[src/rtl/core/atrs_pkg.sv]
// ============================================================================
// atrs_pkg
// Shared types and constants for the analog test ramp sequencer core.
// ============================================================================
package atrs_pkg;

  // Test phase codes
  localparam logic [1:0] PH_IDLE    = 2'd0;
  localparam logic [1:0] PH_RISING  = 2'd1;
  localparam logic [1:0] PH_HOLDING = 2'd2;
  localparam logic [1:0] PH_FALLING = 2'd3;

  // Host switch command codes
  localparam logic [1:0] CMD_NONE = 2'd0;
  localparam logic [1:0] CMD_ON   = 2'd1;
  localparam logic [1:0] CMD_OFF  = 2'd2;

  // Configuration register word indexes
  localparam logic REG_CHANNEL   = 1'b0;
  localparam logic REG_AMPLITUDE = 1'b1;

  // Reset values of the configuration registers
  localparam logic [2:0]        CHANNEL_RESET   = 3'd1;
  localparam logic signed [7:0] AMPLITUDE_RESET = 8'sd5;

  // Ramp constants
  localparam logic [15:0]        MID_CODE        = 16'h8000;
  localparam logic [15:0]        COUNTS_PER_VOLT = 16'd3270;
  localparam logic signed [16:0] RAMP_STEP       = 17'sd655;
  localparam logic signed [7:0]  AMP_LIMIT_POS   = 8'sd10;
  localparam logic signed [7:0]  AMP_LIMIT_NEG   = -8'sd10;
  localparam logic signed [15:0] FB_LIMIT_POS    = 16'sd5;
  localparam logic signed [15:0] FB_LIMIT_NEG    = -16'sd5;
  localparam logic signed [16:0] HOLD_TICKS      = 17'sd10;

  // Sequencer state carried from tick to tick
  typedef struct packed {
    logic [1:0]        phase;
    logic signed [16:0] level;   // ramp level, or hold counter while holding
    logic [15:0]       target;
    logic signed [4:0] amp;      // latched amplitude, -10..10
    logic              sw;       // test switch; also the previous-tick switch
  } atrs_state_t;

  // One result per tick
  typedef struct packed {
    logic        write_valid;
    logic [1:0]  write_channel;
    logic [15:0] write_value;
    logic        switch_on;
    logic [1:0]  test_phase;
  } atrs_result_t;

endpackage

[src/rtl/core/analog_test_ramp_sequencer_core.sv]
// ============================================================================
// analog_test_ramp_sequencer_core
// Analog output test ramp sequencer, advanced by one request per timer tick.
// ============================================================================
//
//  Channel   Direction  Handshake                 Payload
//  in_*      slave      in_tvalid / in_tready     switch_cmd, feedback_one, feedback_two
//  out_*     master     out_tvalid / out_tready   write_valid (tuser), channel, value,
//                                                 switch, phase
//  cfg_*     APB slave  psel, penable, pready     test_channel @0x0, test_amplitude @0x4
//
//  One request per cycle sustained while out_tready is high; a request goes through the
//  input register, then the result register, with the whole tick evaluated between them.
//  Sequencer state updates when a request moves into the result register.
//  A stalled result register holds one result while the input register takes
//  one more request. Reset is synchronous, active low, and needs no clearing pass.
//
module analog_test_ramp_sequencer_core import atrs_pkg::*; (
  input  logic        clk,
  input  logic        rst_n,
  // input stream
  input  logic        in_tvalid,
  output logic        in_tready,
  input  logic [39:0] in_tdata,    // [1:0] switch_cmd, [17:2] feedback_one,
                                   // [33:18] feedback_two, [39:34] zero
  // result stream
  output logic        out_tvalid,
  input  logic        out_tready,
  output logic [23:0] out_tdata,   // [1:0] write_channel, [17:2] write_value,
                                   // [18] switch_on, [20:19] test_phase, [23:21] zero
  output logic        out_tuser,   // [0] write_valid
  // configuration
  input  logic        cfg_psel,
  input  logic        cfg_penable,
  input  logic        cfg_pwrite,
  input  logic [2:0]  cfg_paddr,
  input  logic [31:0] cfg_pwdata,
  output logic [31:0] cfg_prdata,
  output logic        cfg_pready
);

  logic               cfg_wr;
  logic [2:0]         channel_r;
  logic signed [7:0]  amplitude_r;

  logic               s1_valid_r;
  logic [1:0]         s1_cmd_r;
  logic signed [15:0] s1_fb1_r;
  logic signed [15:0] s1_fb2_r;

  logic               out_valid_r;
  atrs_result_t       out_res_r;
  atrs_state_t        state_r;
  atrs_state_t        state_nxt;
  atrs_result_t       step_res;

  logic               in_accept;
  logic               out_free;
  logic               s1_valid_nxt;

  // Configuration registers
  assign cfg_pready = 1'b1;
  assign cfg_wr     = cfg_psel && cfg_penable && cfg_pwrite && cfg_pready;

  always_ff @(posedge clk) begin
    if (!rst_n) begin
      channel_r   <= CHANNEL_RESET;
      amplitude_r <= AMPLITUDE_RESET;
    end else if (cfg_wr) begin
      if (cfg_paddr[2] == REG_CHANNEL) channel_r   <= cfg_pwdata[2:0];
      else                             amplitude_r <= $signed(cfg_pwdata[7:0]);
    end
  end

  always_comb begin
    if (cfg_paddr[2] == REG_AMPLITUDE) cfg_prdata = 32'($signed(amplitude_r));
    else                               cfg_prdata = {29'd0, channel_r};
  end

  // Flow control between the input and result registers
  assign out_free     = !out_valid_r || out_tready;
  assign in_tready    = !s1_valid_r || out_free;
  assign in_accept    = in_tvalid && in_tready;
  assign s1_valid_nxt = in_accept || (s1_valid_r && !out_free);

  // Input register
  always_ff @(posedge clk) begin
    if (!rst_n) s1_valid_r <= 1'b0;
    else        s1_valid_r <= s1_valid_nxt;
  end

  always_ff @(posedge clk) begin
    if (in_accept) begin
      s1_cmd_r <= in_tdata[1:0];
      s1_fb1_r <= $signed(in_tdata[17:2]);
      s1_fb2_r <= $signed(in_tdata[33:18]);
    end
  end

  // Tick evaluation
  atrs_step u_step (
    .state_cur      (state_r),
    .switch_cmd     (s1_cmd_r),
    .feedback_one   (s1_fb1_r),
    .feedback_two   (s1_fb2_r),
    .test_channel   (channel_r),
    .test_amplitude (amplitude_r),
    .state_nxt      (state_nxt),
    .result         (step_res)
  );

  // Sequencer state and result register
  always_ff @(posedge clk) begin
    if (!rst_n) begin
      out_valid_r <= 1'b0;
      state_r     <= '0;
    end else if (out_free) begin
      out_valid_r <= s1_valid_r;
      if (s1_valid_r) state_r <= state_nxt;
    end
  end

  always_ff @(posedge clk) begin
    if (out_free && s1_valid_r) out_res_r <= step_res;
  end

  assign out_tvalid = out_valid_r;
  assign out_tuser  = out_res_r.write_valid;
  assign out_tdata  = {3'd0, out_res_r.test_phase, out_res_r.switch_on,
                       out_res_r.write_value, out_res_r.write_channel};

`ifndef SYNTHESIS
  // an active test phase always has the switch on
  a_phase_needs_switch: assert property (@(posedge clk) disable iff (!rst_n)
    (state_r.phase != PH_IDLE) |-> state_r.sw)
    else $error("active phase with test switch off");

  // hold counter stays within the hold window
  a_hold_count: assert property (@(posedge clk) disable iff (!rst_n)
    (state_r.phase == PH_HOLDING) |-> (state_r.level >= 17'sd1 && state_r.level <= HOLD_TICKS))
    else $error("hold counter out of range");

  // an empty result register never blocks the input side
  a_ready_when_empty: assert property (@(posedge clk) disable iff (!rst_n)
    !out_valid_r |-> in_tready)
    else $error("input stalled with empty result register");
`endif

endmodule

[src/rtl/core/atrs_step.sv]
// ============================================================================
// atrs_step
// Next-state and result logic for one tick of the ramp sequencer.
// ============================================================================
module atrs_step import atrs_pkg::*; (
  input  atrs_state_t        state_cur,
  input  logic [1:0]         switch_cmd,
  input  logic signed [15:0] feedback_one,
  input  logic signed [15:0] feedback_two,
  input  logic [2:0]         test_channel,
  input  logic signed [7:0]  test_amplitude,
  output atrs_state_t        state_nxt,
  output atrs_result_t       result
);

  // Offset-binary output for the current level and sign of the amplitude
  function automatic logic [15:0] drive_code(input logic signed [4:0] amp,
                                             input logic signed [16:0] lvl);
    logic signed [16:0] sum;
    begin
      if (amp > 5'sd0) sum = $signed({1'b0, MID_CODE}) + lvl;
      else             sum = $signed({1'b0, MID_CODE}) - lvl;
      drive_code = sum[15:0];
    end
  endfunction

  logic               chan_ok;
  logic [1:0]         chan_idx;
  logic               fb_trip;
  logic signed [4:0]  amp_clamped;
  logic signed [4:0]  amp_neg;
  logic [3:0]         amp_mag;

  logic               sw;
  logic [1:0]         ph;
  logic signed [16:0] lv;
  logic [15:0]        tg;
  logic signed [4:0]  la;
  logic               wv;
  logic [15:0]        val;

  assign chan_ok  = (test_channel >= 3'd1) && (test_channel <= 3'd4);
  assign chan_idx = 2'(test_channel - 3'd1);

  // Feedback abort check on channels one and two
  assign fb_trip =
      ((test_channel == 3'd1) && (feedback_one > FB_LIMIT_POS || feedback_one < FB_LIMIT_NEG)) ||
      ((test_channel == 3'd2) && (feedback_two > FB_LIMIT_POS || feedback_two < FB_LIMIT_NEG));

  // Saturate the amplitude and take its magnitude
  always_comb begin
    if (test_amplitude < AMP_LIMIT_NEG)      amp_clamped = 5'(AMP_LIMIT_NEG);
    else if (test_amplitude > AMP_LIMIT_POS) amp_clamped = 5'(AMP_LIMIT_POS);
    else                                     amp_clamped = test_amplitude[4:0];
  end
  assign amp_neg = -amp_clamped;
  assign amp_mag = amp_clamped[4] ? amp_neg[3:0] : amp_clamped[3:0];

  // Phase cascade: a tick can pass through several phases in order
  always_comb begin
    sw  = state_cur.sw;
    ph  = state_cur.phase;
    lv  = state_cur.level;
    tg  = state_cur.target;
    la  = state_cur.amp;
    wv  = 1'b0;
    val = '0;

    if (switch_cmd == CMD_ON)       sw = 1'b1;
    else if (switch_cmd == CMD_OFF) sw = 1'b0;

    if (sw) begin
      // start a new test
      if (ph == PH_IDLE && chan_ok) begin
        la = amp_clamped;
        tg = 16'(COUNTS_PER_VOLT * {12'd0, amp_mag});
        lv = '0;
        ph = PH_RISING;
      end
      // ramp up
      if (ph == PH_RISING) begin
        if (chan_ok) begin
          wv  = 1'b1;
          val = drive_code(la, lv);
        end
        lv = lv + RAMP_STEP;
        if (lv >= $signed({1'b0, tg})) begin
          ph = PH_HOLDING;
          lv = '0;
        end
        if (fb_trip) begin
          ph = PH_IDLE;
          sw = 1'b0;
        end
      end
      // hold count
      if (ph == PH_HOLDING) begin
        lv = lv + 17'sd1;
        if (lv > HOLD_TICKS) begin
          ph = PH_FALLING;
          lv = $signed({1'b0, tg});
        end
      end
      // ramp down
      if (ph == PH_FALLING) begin
        if (chan_ok) begin
          wv  = 1'b1;
          val = drive_code(la, lv);
        end
        lv = lv - RAMP_STEP;
        if (lv <= 17'sd0) begin
          ph = PH_IDLE;
          sw = 1'b0;
        end
      end
    end

    // switch just went off: park the output at mid code
    if (!sw && state_cur.sw) begin
      ph = PH_IDLE;
      if (chan_ok) begin
        wv  = 1'b1;
        val = MID_CODE;
      end
    end
  end

  assign state_nxt.phase  = ph;
  assign state_nxt.level  = lv;
  assign state_nxt.target = tg;
  assign state_nxt.amp    = la;
  assign state_nxt.sw     = sw;

  assign result.write_valid   = wv;
  assign result.write_channel = wv ? chan_idx : 2'd0;
  assign result.write_value   = val;
  assign result.switch_on     = sw;
  assign result.test_phase    = ph;

endmodule

[config.mk]
export PLATFORM = sky130hd
export DESIGN_NAME = analog_test_ramp_sequencer_core
export DESIGN_NICKNAME = d
export VERILOG_FILES = /design/src/rtl/core/atrs_pkg.sv /design/src/rtl/core/analog_test_ramp_sequencer_core.sv /design/src/rtl/core/atrs_step.sv
export SDC_FILE = /design/constraint.sdc
export NUM_CORES = 1
export LEC_CHECK = 0
export BUFFER_PORTS_ARGS = -buffer_cell sky130_fd_sc_hd__buf_2
export CORE_UTILIZATION = 51
export CTS_BUF_LIST = sky130_fd_sc_hd__clkbuf_8
export DETAILED_ROUTE_END_ITERATION = 10
export GPL_ROUTABILITY_DRIVEN = 0
export PLACE_DENSITY = 0.72
export SYNTH_ARGS = -nofsm -noshare
export SYNTH_HDL_FRONTEND = slang
export SYNTH_SLANG_ARGS = --single-unit
[constraint.sdc]
create_clock -name clk -period 12.3 [get_ports clk]
set_input_delay 0.615 -clock clk [delete_from_list [all_inputs] [get_ports clk]]
set_output_delay 0.615 -clock clk [all_outputs]
set_load 0.01 [all_outputs]
==> flow_summary.json, run 1 <==
{
  "status": "finished clean",
  "viasPerCell": 6.29,
  "grt_pass1_vias": 8664,
  "finalWorstSetupSlack_ns": 0.756,
  "cts_hold_buf": 0,
  "track_usage_pct": 29.4,
  "drive_gt1_share_pct": 17.6,
  "grt_max_degree": 51,
  "die_y_um": 140,
  "leakage_nw": 4.08,
  "routedWlPerCell_um": 18.9,
  "dpl_cell_area_um2": 10200,
  "setup_violations": 0,
  "fill_cells": 1739,
  "hold_path.class": "input pin to flip-flop",
  "fin_crit_ns": 11.54,
  "gr-total-overflow": 0,
  "critical-path-max-stage-delay_ns": 0.61,
  "hold_path_end": "s1_fb2_r[7]",
  "crit_buf_inv": 1,
  "timing.rr.end": "out_tdata[17]",
  "die_w_um": 140,
  "vdd.ir_drop.worst_v": 0.0000586,
  "utilization_pct": 56.0,
  "path_max_fanout": 10,
  "dieArea_um2": 19600,
  "dp_slack_ns": 0.637,
  "route.detailed.drc": 0,
  "core_area_um2": 18700,
  "ys_warn_count": 0,
  "seq_area_frac_synth_pct": 28.5,
  "layout.nets": 1404,
  "start_kind": "flip-flop",
  "crit_top_cell": "ha_1",
  "reg2reg_slack_ns": 0.76,
  "stdcell_count": 1527,
  "syn_inst": 1241,
  "antenna_found_initial": 0,
  "synthArstFlopShare_pct": 0,
  "holdPathStages": 1,
  "criticalPathCategory": "flip-flop to flip-flop",
  "h-tree-depth": 3,
  "critPathCaptureType": "flip-flop",
  "design_area_um2": 10500,
  "syn_area_um2": 9700,
  "yosysTopAreaCell": "edfxtp_1",
  "fin_crit_sh_pct": 93.9,
  "arrival_ns": 11.73,
  "max_freq_mhz": 86.6,
  "rsz0062_at_grt": "false",
  "num_vias": 9610,
  "io_buffer_count": 105,
  "ant_nets": 0,
  "syn_avg_cell_area_um2": 7.82,
  "dp.cells": 1510,
  "ys_types": 106,
  "numCtsBuffers": 9,
  "root_buffer": "clkbuf_8",
  "fin_hold_ws_ns": 0.370,
  "path_delay_family": "compound AO/OA/AOI/OAI gates",
  "cts_sinks": 110,
  "fin_skew_ns": 0.0160,
  "synth_flop_cell": "edfxtp_1",
  "initial_core_util_pct": 51.9,
  "synth-seq-cells": 110,
  "dpl.hpwl_mm": 21.8,
  "grt_first_pass_wirelength_mm": 45.4,
  "tightest_slew_ns": 1.19,
  "max-slew-margin-rel_pct": 20.5,
  "drt-initial-drc-count": 1058,
  "yosysMostFrequentCell": "nand2_1",
  "clkTransAtPathRegs_ns": 0.13,
  "synthTopCellsByArea": "edfxtp_1 (17%), dfxtp_1 (11%), nand2_1 (7.1%)",
  "max_cap_violations": 0,
  "finalSetupTns_ns": 0,
  "drt_pre_antenna_iters": 6,
  "total_power_uw": 995,
  "synth_edf_count": 56,
  "wirelength_mm": 28.8,
  "syn2layout_area_growth_pct": 8.06,
  "r2r_cells": 45,
  "clockBufferDepth": 2,
  "insertion_delay_ns": 0.41,
  "hold_viol": 0,
  "cts_tree": "done",
  "slowest_stage": "and3_1",
  "synth_common_cells": "nand2_1 (183), nor2_1 (122), a21oi_1 (92), o21ai_0 (57), edfxtp_1 (56)",
  "drv_slew": 0,
  "synth.top_cell.area_share_pct": 17.3,
  "cp.required_ns": 12.49,
  "min_from": "in_tdata[25]",
  "diodes": 0,
  "power_density_nw_per_um2": 94.9,
  "num_rows": 50,
  "ioPinCount": 142,
  "r2r-start": "amplitude_r[4]"
}
-- what timing repair did --
action                                  4_1_cts  5_1_grt
resized for setup                             0        3
buffers inserted                              0        1
endpoints found under the setup margin        0       25
-- report_power, final --
part / switching (mW) / internal [mW] / total [mW]
Clock: 0.152 / 0.0865 / 0.239
Combinational: 0.211 / 0.133 / 0.344
Sequential: 0.0122 / 0.400 / 0.412
-- per-layer routing --
metal | wire (µm) | part of all wire [%] | vias up | global-route usage [%]
met5 | 0 | 0 | - | 0
met4 | 1190 | 4.1 | 0 | 12.9
li1 | - | - | 4593 | -
met3 | 2720 | 9.5 | 93 | 6.09
met2 | 13000 | 45 | 499 | 47.0
met1 | 11900 | 41 | 4425 | 38.3
-- how the worst max path moves through the flow --
stage	start	end	slack, ns	cells after the start
final	amplitude_r[4]	out_tdata[17]	0.76	45
after CTS	amplitude_r[4]	out_tdata[2]	0.61	48
after floorplan	amplitude_r[4]	out_tdata[16]	1.60	50
after global routing	amplitude_r[4]	out_tdata[11]	0.04	47
after detailed placement	amplitude_r[4]	out_tdata[2]	0.64	48
after global placement	amplitude_r[4]	out_tdata[8]	0.84	47
-- area by class of cell --
cell class / instances / area (µm²) / area share (%)
clock inverter: 7 / 93.8 / 0.895
tap: 234 / 293 / 2.79
multi-input combinational: 996 / 6320 / 60.3
timing repair buffer: 133 / 748 / 7.14
inverter: 38 / 143 / 1.36
sequential: 110 / 2760 / 26.4
clock buffer: 9 / 124 / 1.18
-- flip-flops by register name (all words and copies together), names as in the netlist --
signal and count:
amplitude_r 8, channel_r 3, out_tdata 21, out_tuser 1, out_tvalid 1, s1_cmd_r 2
s1_fb1_r 16, s1_fb2_r 16, s1_valid_r 1, state_r 41
-- logic make-up (layout without fill, tap and decap cells) --
group                      after synthesis  in the layout  synth area share, %
muxes                                   23             23                 2.58
other                                    2              4               0.0774
DFF                                    110            110                 28.5
AOI/OAI and AO/OA                      351            351                 25.5
adders and majority gates               34             34                 4.38
buffers and inverters                  137            187                 6.72
xor gates and xnor gates                64             64                 5.92
and+or+nand+nor                        520            520                 26.3
-- cell usage in the layout, fill, tap and decap left out, drive strengths merged, types with 15 or more instances in the layout --
cell type / count
xnor2: 43
o21ai: 67
a31oi: 21
nand4: 17
xor2: 20
a21o: 17
a211oi: 29
nand2: 184
buf: 133
a21oi: 98
o22ai: 16
nor2: 131
nor3: 31
dfxtp: 54
o211ai: 15
mux2i: 16
inv: 43
nand3: 40
edfxtp: 56
ha: 34
nor4: 20
Power figures use the tool's default switching activity.
==> run 2, diff against run 1 <==
--- a/config.mk
+++ b/config.mk
@@ -8,9 +8,10 @@
 export BUFFER_PORTS_ARGS = -buffer_cell sky130_fd_sc_hd__buf_2
 export CORE_UTILIZATION = 51
 export CTS_BUF_LIST = sky130_fd_sc_hd__clkbuf_8
+export CTS_CLUSTER_DIAMETER = 40
 export DETAILED_ROUTE_END_ITERATION = 10
 export GPL_ROUTABILITY_DRIVEN = 0
-export PLACE_DENSITY = 0.72
+export PLACE_DENSITY = 0.75
 export SYNTH_ARGS = -nofsm -noshare
 export SYNTH_HDL_FRONTEND = slang
 export SYNTH_SLANG_ARGS = --single-unit
==> constraint.sdc (replaced) <==
create_clock -name clk -period 9.4 [get_ports clk]
set_input_delay 0.47 -clock clk [delete_from_list [all_inputs] [get_ports clk]]
set_output_delay 0.47 -clock clk [all_outputs]
set_load 0.01 [all_outputs]
==> run 2 against run 1 <==
The flow now finishes with violations (negative setup slack). First-iteration DRC count is 29% higher. Sequential share of layout area down 4.0 points. Core utilization rose by 10 points. Setup slack worse by 1.3 ns. Combinational power increased by 94%. Die area did not move. Flip-flop and latch count stayed put. Highest routed layer unchanged. Sequential power rose by 30%. Critical path depth up 6. Register-to-register slack worse by 1.3 ns.
==> flow_summary.json, run 2 (same netlist as run 1, synthesis figures left out) <==
{
  "root_buffer": "clkbuf_8",
  "ff_latch_area_um2": 2760,
  "wirelength_mm": 33.4,
  "cts_tree": "done",
  "track_usage_pct": 32.6,
  "grtUsageMet3_pct": 5.61,
  "clockBufferDepth": 2,
  "cts_hold_buf": 0,
  "drt-initial-drc-count": 1366,
  "violations": "negative setup slack",
  "route.detailed.drc": 0,
  "total_power_mw": 1.52,
  "max_freq_mhz": 100,
  "num_rows": 50,
  "use_met2_pct": 53.4,
  "initial_core_util_pct": 51.9,
  "largest_reg_flops": 41,
  "grt_max_degree": 51,
  "viasPerCell": 6.33,
  "drt_pre_antenna_iters": 6,
  "dieArea_um2": 19600,
  "critPathCaptureType": "flip-flop",
  "ioPinCount": 142,
  "grtUsageMet1_pct": 41.7,
  "r2r_cells": 51,
  "leakage_nw": 5.02,
  "io_buffer_count": 105,
  "rsz0062_at_grt": "true",
  "dp.cells": 1653,
  "fill_cells": 1484,
  "start_kind": "flip-flop",
  "clkTransAtPathRegs_ns": 0.13,
  "antenna_found_initial": 1,
  "final_common_cell": "buf_4",
  "vdd.ir_drop.worst_v": 0.000118,
  "grt_first_pass_wirelength_mm": 50.5,
  "grt_pass1_vias": 9733,
  "max_cap_violations": 0,
  "die_w_um": 140,
  "cp.required_ns": 9.57,
  "crit_top_cell": "a21oi_2",
  "die_y_um": 140,
  "cts_sinks": 110,
  "hold_viol": 0,
  "largest_register": "state_r",
  "core_area_um2": 18700,
  "finalWorstSetupSlack_ns": -0.582,
  "setup_violations": 29,
  "insertion_delay_ns": 0.41,
  "stdcell_count": 1702,
  "fin_crit_sh_pct": 106,
  "power_density_nw_per_um2": 123,
  "hold_path.class": "input pin to flip-flop",
  "numCtsBuffers": 9,
  "num_vias": 10800,
  "final_cell_mix": "buf_4 (192), nand2_1 (177), nor2_1 (115)",
  "drv_slew": 0,
  "tightest_slew_ns": 1.20,
  "drive_gt1_share_pct": 32.6,
  "holdPathStages": 1,
  "fin_crit_ns": 9.98,
  "fin_skew_ns": 0.0178,
  "critical-path-max-stage-delay_ns": 0.41,
  "routedWlPerCell_um": 19.6,
  "status": "finished with violations",
  "arrival_ns": 10.16,
  "criticalPathCategory": "flip-flop to flip-flop",
  "dp_slack_ns": -0.483,
  "syn2layout_area_growth_pct": 27.4,
  "layout.nets": 1578,
  "fin_hold_ws_ns": 0.218,
  "path_max_fanout": 8,
  "dpl.hpwl_mm": 24.1,
  "max-slew-margin-rel_pct": 19.8,
  "slowest_stage": "or3_4",
  "multi_input_area_um2": 6840,
  "finalSetupTns_ns": -11.51,
  "h-tree-depth": 3,
  "ant_nets": 0,
  "gr-total-overflow": 0,
  "grt.busiest_layer": "met2"
}
==> run 2: cell types whose count changed in the layout (fill, tap and decap cells not counted), sizes merged <==
cell / before / now
clkbuf: 9 / 10
diode: 0 / 1
buf: 133 / 306
==> run 2: cell type report <==
cell class | count | share of cell area, %
inverters | 38 | 1.15
flip-flops and latches | 110 | 22.4
diodes | 1 | 0.0202
well taps | 234 | 2.37
repair buffers | 307 | 17.0
clock inverters | 7 | 0.759
multi-input cells | 996 | 55.3
clock buffers | 9 | 1.00
==> run 2: through the flow <==
stage	instance area, µm²	utilization [%]
2_1_floorplan	9920	-
3_3_place_gp	11500	61.5
3_5_place_dp	11500	61.5
4_1_cts	12000	64.1
5_1_grt	12400	66.1
6_report	12400	66.1
==> run 2: final timing paths <==
check	start	to	slack [ns]
max reg2reg	amplitude_r[4]	out_tdata[17]	-0.58
min reg2reg	state_r[21]	state_r[21]	0.46
min	in_tdata[31]	s1_fb2_r[13]	0.22
max	amplitude_r[4]	out_tdata[17]	-0.58
==> run 2: critical path, delay by kind of cell, from the launching register on <==
kind | cells | cell delay (ns)
adder cells (fa/ha/maj) | 7 | 1.50
AO/OA/AOI/OAI | 24 | 4.01
flip-flops | 1 | 0.34
XOR/XNOR | 1 | 0.14
AND/OR/NAND/NOR | 13 | 2.73
buffers and inverters | 6 | 0.98
==> run 2: layer usage <==
| metal | vias up | wire, µm |
|---|---|---|
| met1 | 4974 | 12800 |
| met4 | 0 | 2150 |
| met3 | 187 | 3370 |
| li1 | 4945 | - |
| met2 | 671 | 15100 |
| met5 | - | 0 |
==> run 2: report_power, final <==
part           total (mW)  internal (mW)  switching, mW  leakage, nW
Clock               0.314          0.113          0.200        0.110
Combinational       0.669          0.316          0.353         3.93
Sequential          0.537          0.523         0.0143        0.983
Total                1.52          0.952          0.568         5.02
==> run 2: what timing repair did <==
item,CTS,global route
gates resized for setup,24,56
cloned,0,1
endpoints found under the setup margin,28,36
setup buffers,19,12
pin swaps,11,28
==> run 3, diff against run 2 <==
--- a/config.mk
+++ b/config.mk
@@ -5,13 +5,14 @@
 export SDC_FILE = /design/constraint.sdc
 export NUM_CORES = 1
 export LEC_CHECK = 0
+export ABC_AREA = 1
 export BUFFER_PORTS_ARGS = -buffer_cell sky130_fd_sc_hd__buf_2
 export CORE_UTILIZATION = 51
 export CTS_BUF_LIST = sky130_fd_sc_hd__clkbuf_8
 export CTS_CLUSTER_DIAMETER = 40
 export DETAILED_ROUTE_END_ITERATION = 10
 export GPL_ROUTABILITY_DRIVEN = 0
-export PLACE_DENSITY = 0.75
+export PLACE_DENSITY = 0.76
 export SYNTH_ARGS = -nofsm -noshare
 export SYNTH_HDL_FRONTEND = slang
 export SYNTH_SLANG_ARGS = --single-unit
==> run 3 against run 2 <==
Clock skew is essentially flat. Critical path type unchanged. Synthesized cell count up 7.7%. Sequential power about the same. Fmax increased by 14%. Register-to-register slack gained 1.2 ns. First-iteration DRC count shrank 36%. Core utilization fell by 7.5 points. Via count down 15%. Sequential share of layout area is 4.9 points higher. Clock power shrank 3%. Count of clock-buffer cells in the layout increased by 1. The flow now finishes without violations.
==> flow_summary.json, run 3 <==
{
  "fin_crit_ns": 8.75,
  "grt_first_pass_wirelength_mm": 39.7,
  "numCtsBuffers": 9,
  "hold_path.class": "input pin to flip-flop",
  "largest_reg_flops": 41,
  "cts_tree": "done",
  "die_w_um": 135,
  "viasPerCell": 5.46,
  "yosysMostFrequentCell": "nand2_1",
  "rsz0062_at_grt": "false",
  "syn2layout_area_growth_pct": 12.1,
  "drt_pre_antenna_iters": 8,
  "finalSetupTns_ns": 0,
  "root_buffer": "clkbuf_8",
  "drive_gt1_share_pct": 20.1,
  "antenna_found_initial": 0,
  "status": "finished clean",
  "startpoint": "amplitude_r[5]",
  "layout.nets": 1562,
  "hold_viol": 0,
  "max_cap_violations": 0,
  "multi_input_area_um2": 5250,
  "clockBufferDepth": 2,
  "max-slew-margin-rel_pct": 38.8,
  "synth_flop_cell": "edfxtp_1",
  "synthTopCellsByArea": "edfxtp_1 (19%), nand2_1 (14%), dfxtp_1 (12%)",
  "slowest_stage": "dfxtp_1",
  "num_rows": 48,
  "synth_edf_count": 56,
  "synth.top_cell.area_share_pct": 18.6,
  "cts_hold_buf": 0,
  "fill_cells": 1620,
  "syn_avg_cell_area_um2": 6.77,
  "reg2reg_slack_ns": 0.65,
  "ys_types": 56,
  "crit_top_cell": "nand2_1",
  "arrival_ns": 8.89,
  "synthArstFlopShare_pct": 0,
  "path_max_fanout": 15,
  "drv_slew": 0,
  "max_freq_mhz": 114,
  "tightest_slew_ns": 0.917,
  "dpl.hpwl_mm": 19.5,
  "yosysTopAreaCell": "edfxtp_1",
  "grtUsageMet3_pct": 6.62,
  "syn_area_um2": 9040,
  "ioPinCount": 142,
  "drt-initial-drc-count": 868,
  "r2r-start": "amplitude_r[5]",
  "setup_violations": 0,
  "final_cell_mix": "nand2_1 (347), inv_1 (144), nor2_1 (112)",
  "cp.required_ns": 9.53,
  "routedWlPerCell_um": 14.9,
  "num_vias": 9158,
  "diodes": 0,
  "h-tree-depth": 3,
  "grtUsageMet1_pct": 35.6,
  "seq_area_frac_synth_pct": 30.6,
  "initial_core_util_pct": 52.3,
  "grt_max_degree": 35,
  "ff_latch_area_um2": 2770,
  "ant_nets": 0,
  "clkTransAtPathRegs_ns": 0.11,
  "vdd.ir_drop.worst_v": 0.0000990,
  "dieArea_um2": 18300,
  "route.detailed.drc": 0,
  "synth_common_cells": "nand2_1 (349), inv_1 (144), nor2_1 (113), nand3_1 (99), a21oi_1 (83)",
  "wirelength_mm": 24.9,
  "path_delay_family": "simple AND/OR/NAND/NOR gates",
  "fin_hold_ws_ns": 0.237,
  "synth-seq-cells": 110,
  "critPathCaptureType": "flip-flop",
  "core_area_um2": 17300,
  "cts_sinks": 110,
  "crit_buf_inv": 6,
  "power_density_nw_per_um2": 163,
  "dp.cells": 1660,
  "syn_inst": 1336,
  "track_usage_pct": 27.7,
  "cts-resized-gates": 0,
  "die_y_um": 135,
  "use_met2_pct": 43.6,
  "min_from": "in_tdata[5]",
  "criticalPathCategory": "flip-flop to flip-flop",
  "final_common_cell": "nand2_1",
  "leakage_nw": 5.03,
  "post_cts_buffers": 0,
  "start_kind": "flip-flop",
  "gr-total-overflow": 0,
  "grt.busiest_layer": "met2",
  "stdcell_count": 1676,
  "ys_warn_count": 0,
  "fin_crit_sh_pct": 93.1,
  "io_buffer_count": 105,
  "critical-path-max-stage-delay_ns": 0.34,
  "grt_pass1_vias": 8250,
  "fin_skew_ns": 0.0181,
  "largest_register": "state_r",
  "insertion_delay_ns": 0.41
}
==> run 3: cell types whose count changed after synthesis, sizes merged, moves of 14 or more <==
cell / previous run / this run
a21oi: 98 / 83
a21o: 17 / 0
mux2i: 16 / 2
a211oi: 29 / 3
nand3: 40 / 103
and2: 14 / 0
o21ai: 67 / 87
xnor2: 43 / 2
inv: 37 / 164
clkbuf: 53 / 30
a31oi: 21 / 3
xor2: 20 / 44
nand2: 184 / 381
==> run 3: worst paths after layout <==
kind | endpoint | depth (start not counted)
max | out_tdata[12] | 61
min | s1_fb1_r[3] | 1
max reg2reg | out_tdata[12] | 61
min reg2reg | state_r[6] | 2
==> run 3: power by group <==
part           total, mW  switching (mW)  leakage [nW]  internal [mW]
Sequential         0.540          0.0115         0.987          0.528
Clock              0.306           0.183         0.110          0.123
Combinational      0.805           0.512          3.94          0.293
Total               1.65           0.706          5.03          0.944
==> run 3: worst reg2reg max path, delay by kind of cell (launching register included) <==
| family | cells | cell delay [ns] |
|---|---|---|
| AO/OA/AOI/OAI | 4 | 0.77 |
| XOR/XNOR | 2 | 0.48 |
| adder cells (fa/ha/maj) | 6 | 1.62 |
| buffers and inverters | 6 | 0.69 |
| flip-flops | 1 | 0.34 |
| AND/OR/NAND/NOR | 43 | 4.61 |
==> run 3: kinds of logic (layout without fill, tap and decap cells) <==
| group | count (synthesis) | count (layout) | synth area share [%] |
|---|---|---|---|
| buffers and inverters | 238 | 351 | 11.9 |
| adder cells (fa/ha/maj) | 34 | 34 | 4.70 |
| flip-flops | 110 | 110 | 30.6 |
| XOR/XNOR | 46 | 46 | 4.54 |
| multiplexers | 2 | 2 | 0.221 |
| AND/OR/NAND/NOR | 690 | 690 | 34.9 |
| other | 2 | 4 | 0.0831 |
| AO/OA/AOI/OAI | 214 | 214 | 13.1 |
==> run 3: cell type report <==
class / instances / share of cell area [%]
clock buffers: 10 / 1.36
clock inverters: 6 / 0.704
inverters: 168 / 6.27
multi-input cells: 990 / 51.8
flip-flops and latches: 110 / 27.3
well taps: 225 / 2.78
repair buffers: 167 / 9.78
==> run 3: per-stage QoR <==
| step | power (mW) | util (%) | cell area (µm²) | worst slack [ns] |
|---|---|---|---|---|
| 2_1_floorplan | 1.10 | - | 9050 | 1.47 |
| 3_3_place_gp | 1.31 | 57.1 | 9880 | 0.628 |
| 3_5_place_dp | 1.33 | 57.1 | 9880 | 0.541 |
| 4_1_cts | 1.63 | 58.3 | 10100 | 0.444 |
| 5_1_grt | 1.76 | 58.6 | 10100 | 0.0126 |
| 6_report | 1.65 | 58.6 | 10100 | 0.647 |
==> run 3: metal layers <==
layer  wire, µm  up-vias
met3       2070       75
met1      10700     4127
met4       1120        0
met2      11000      393
met5          0        -
li1           -     4563
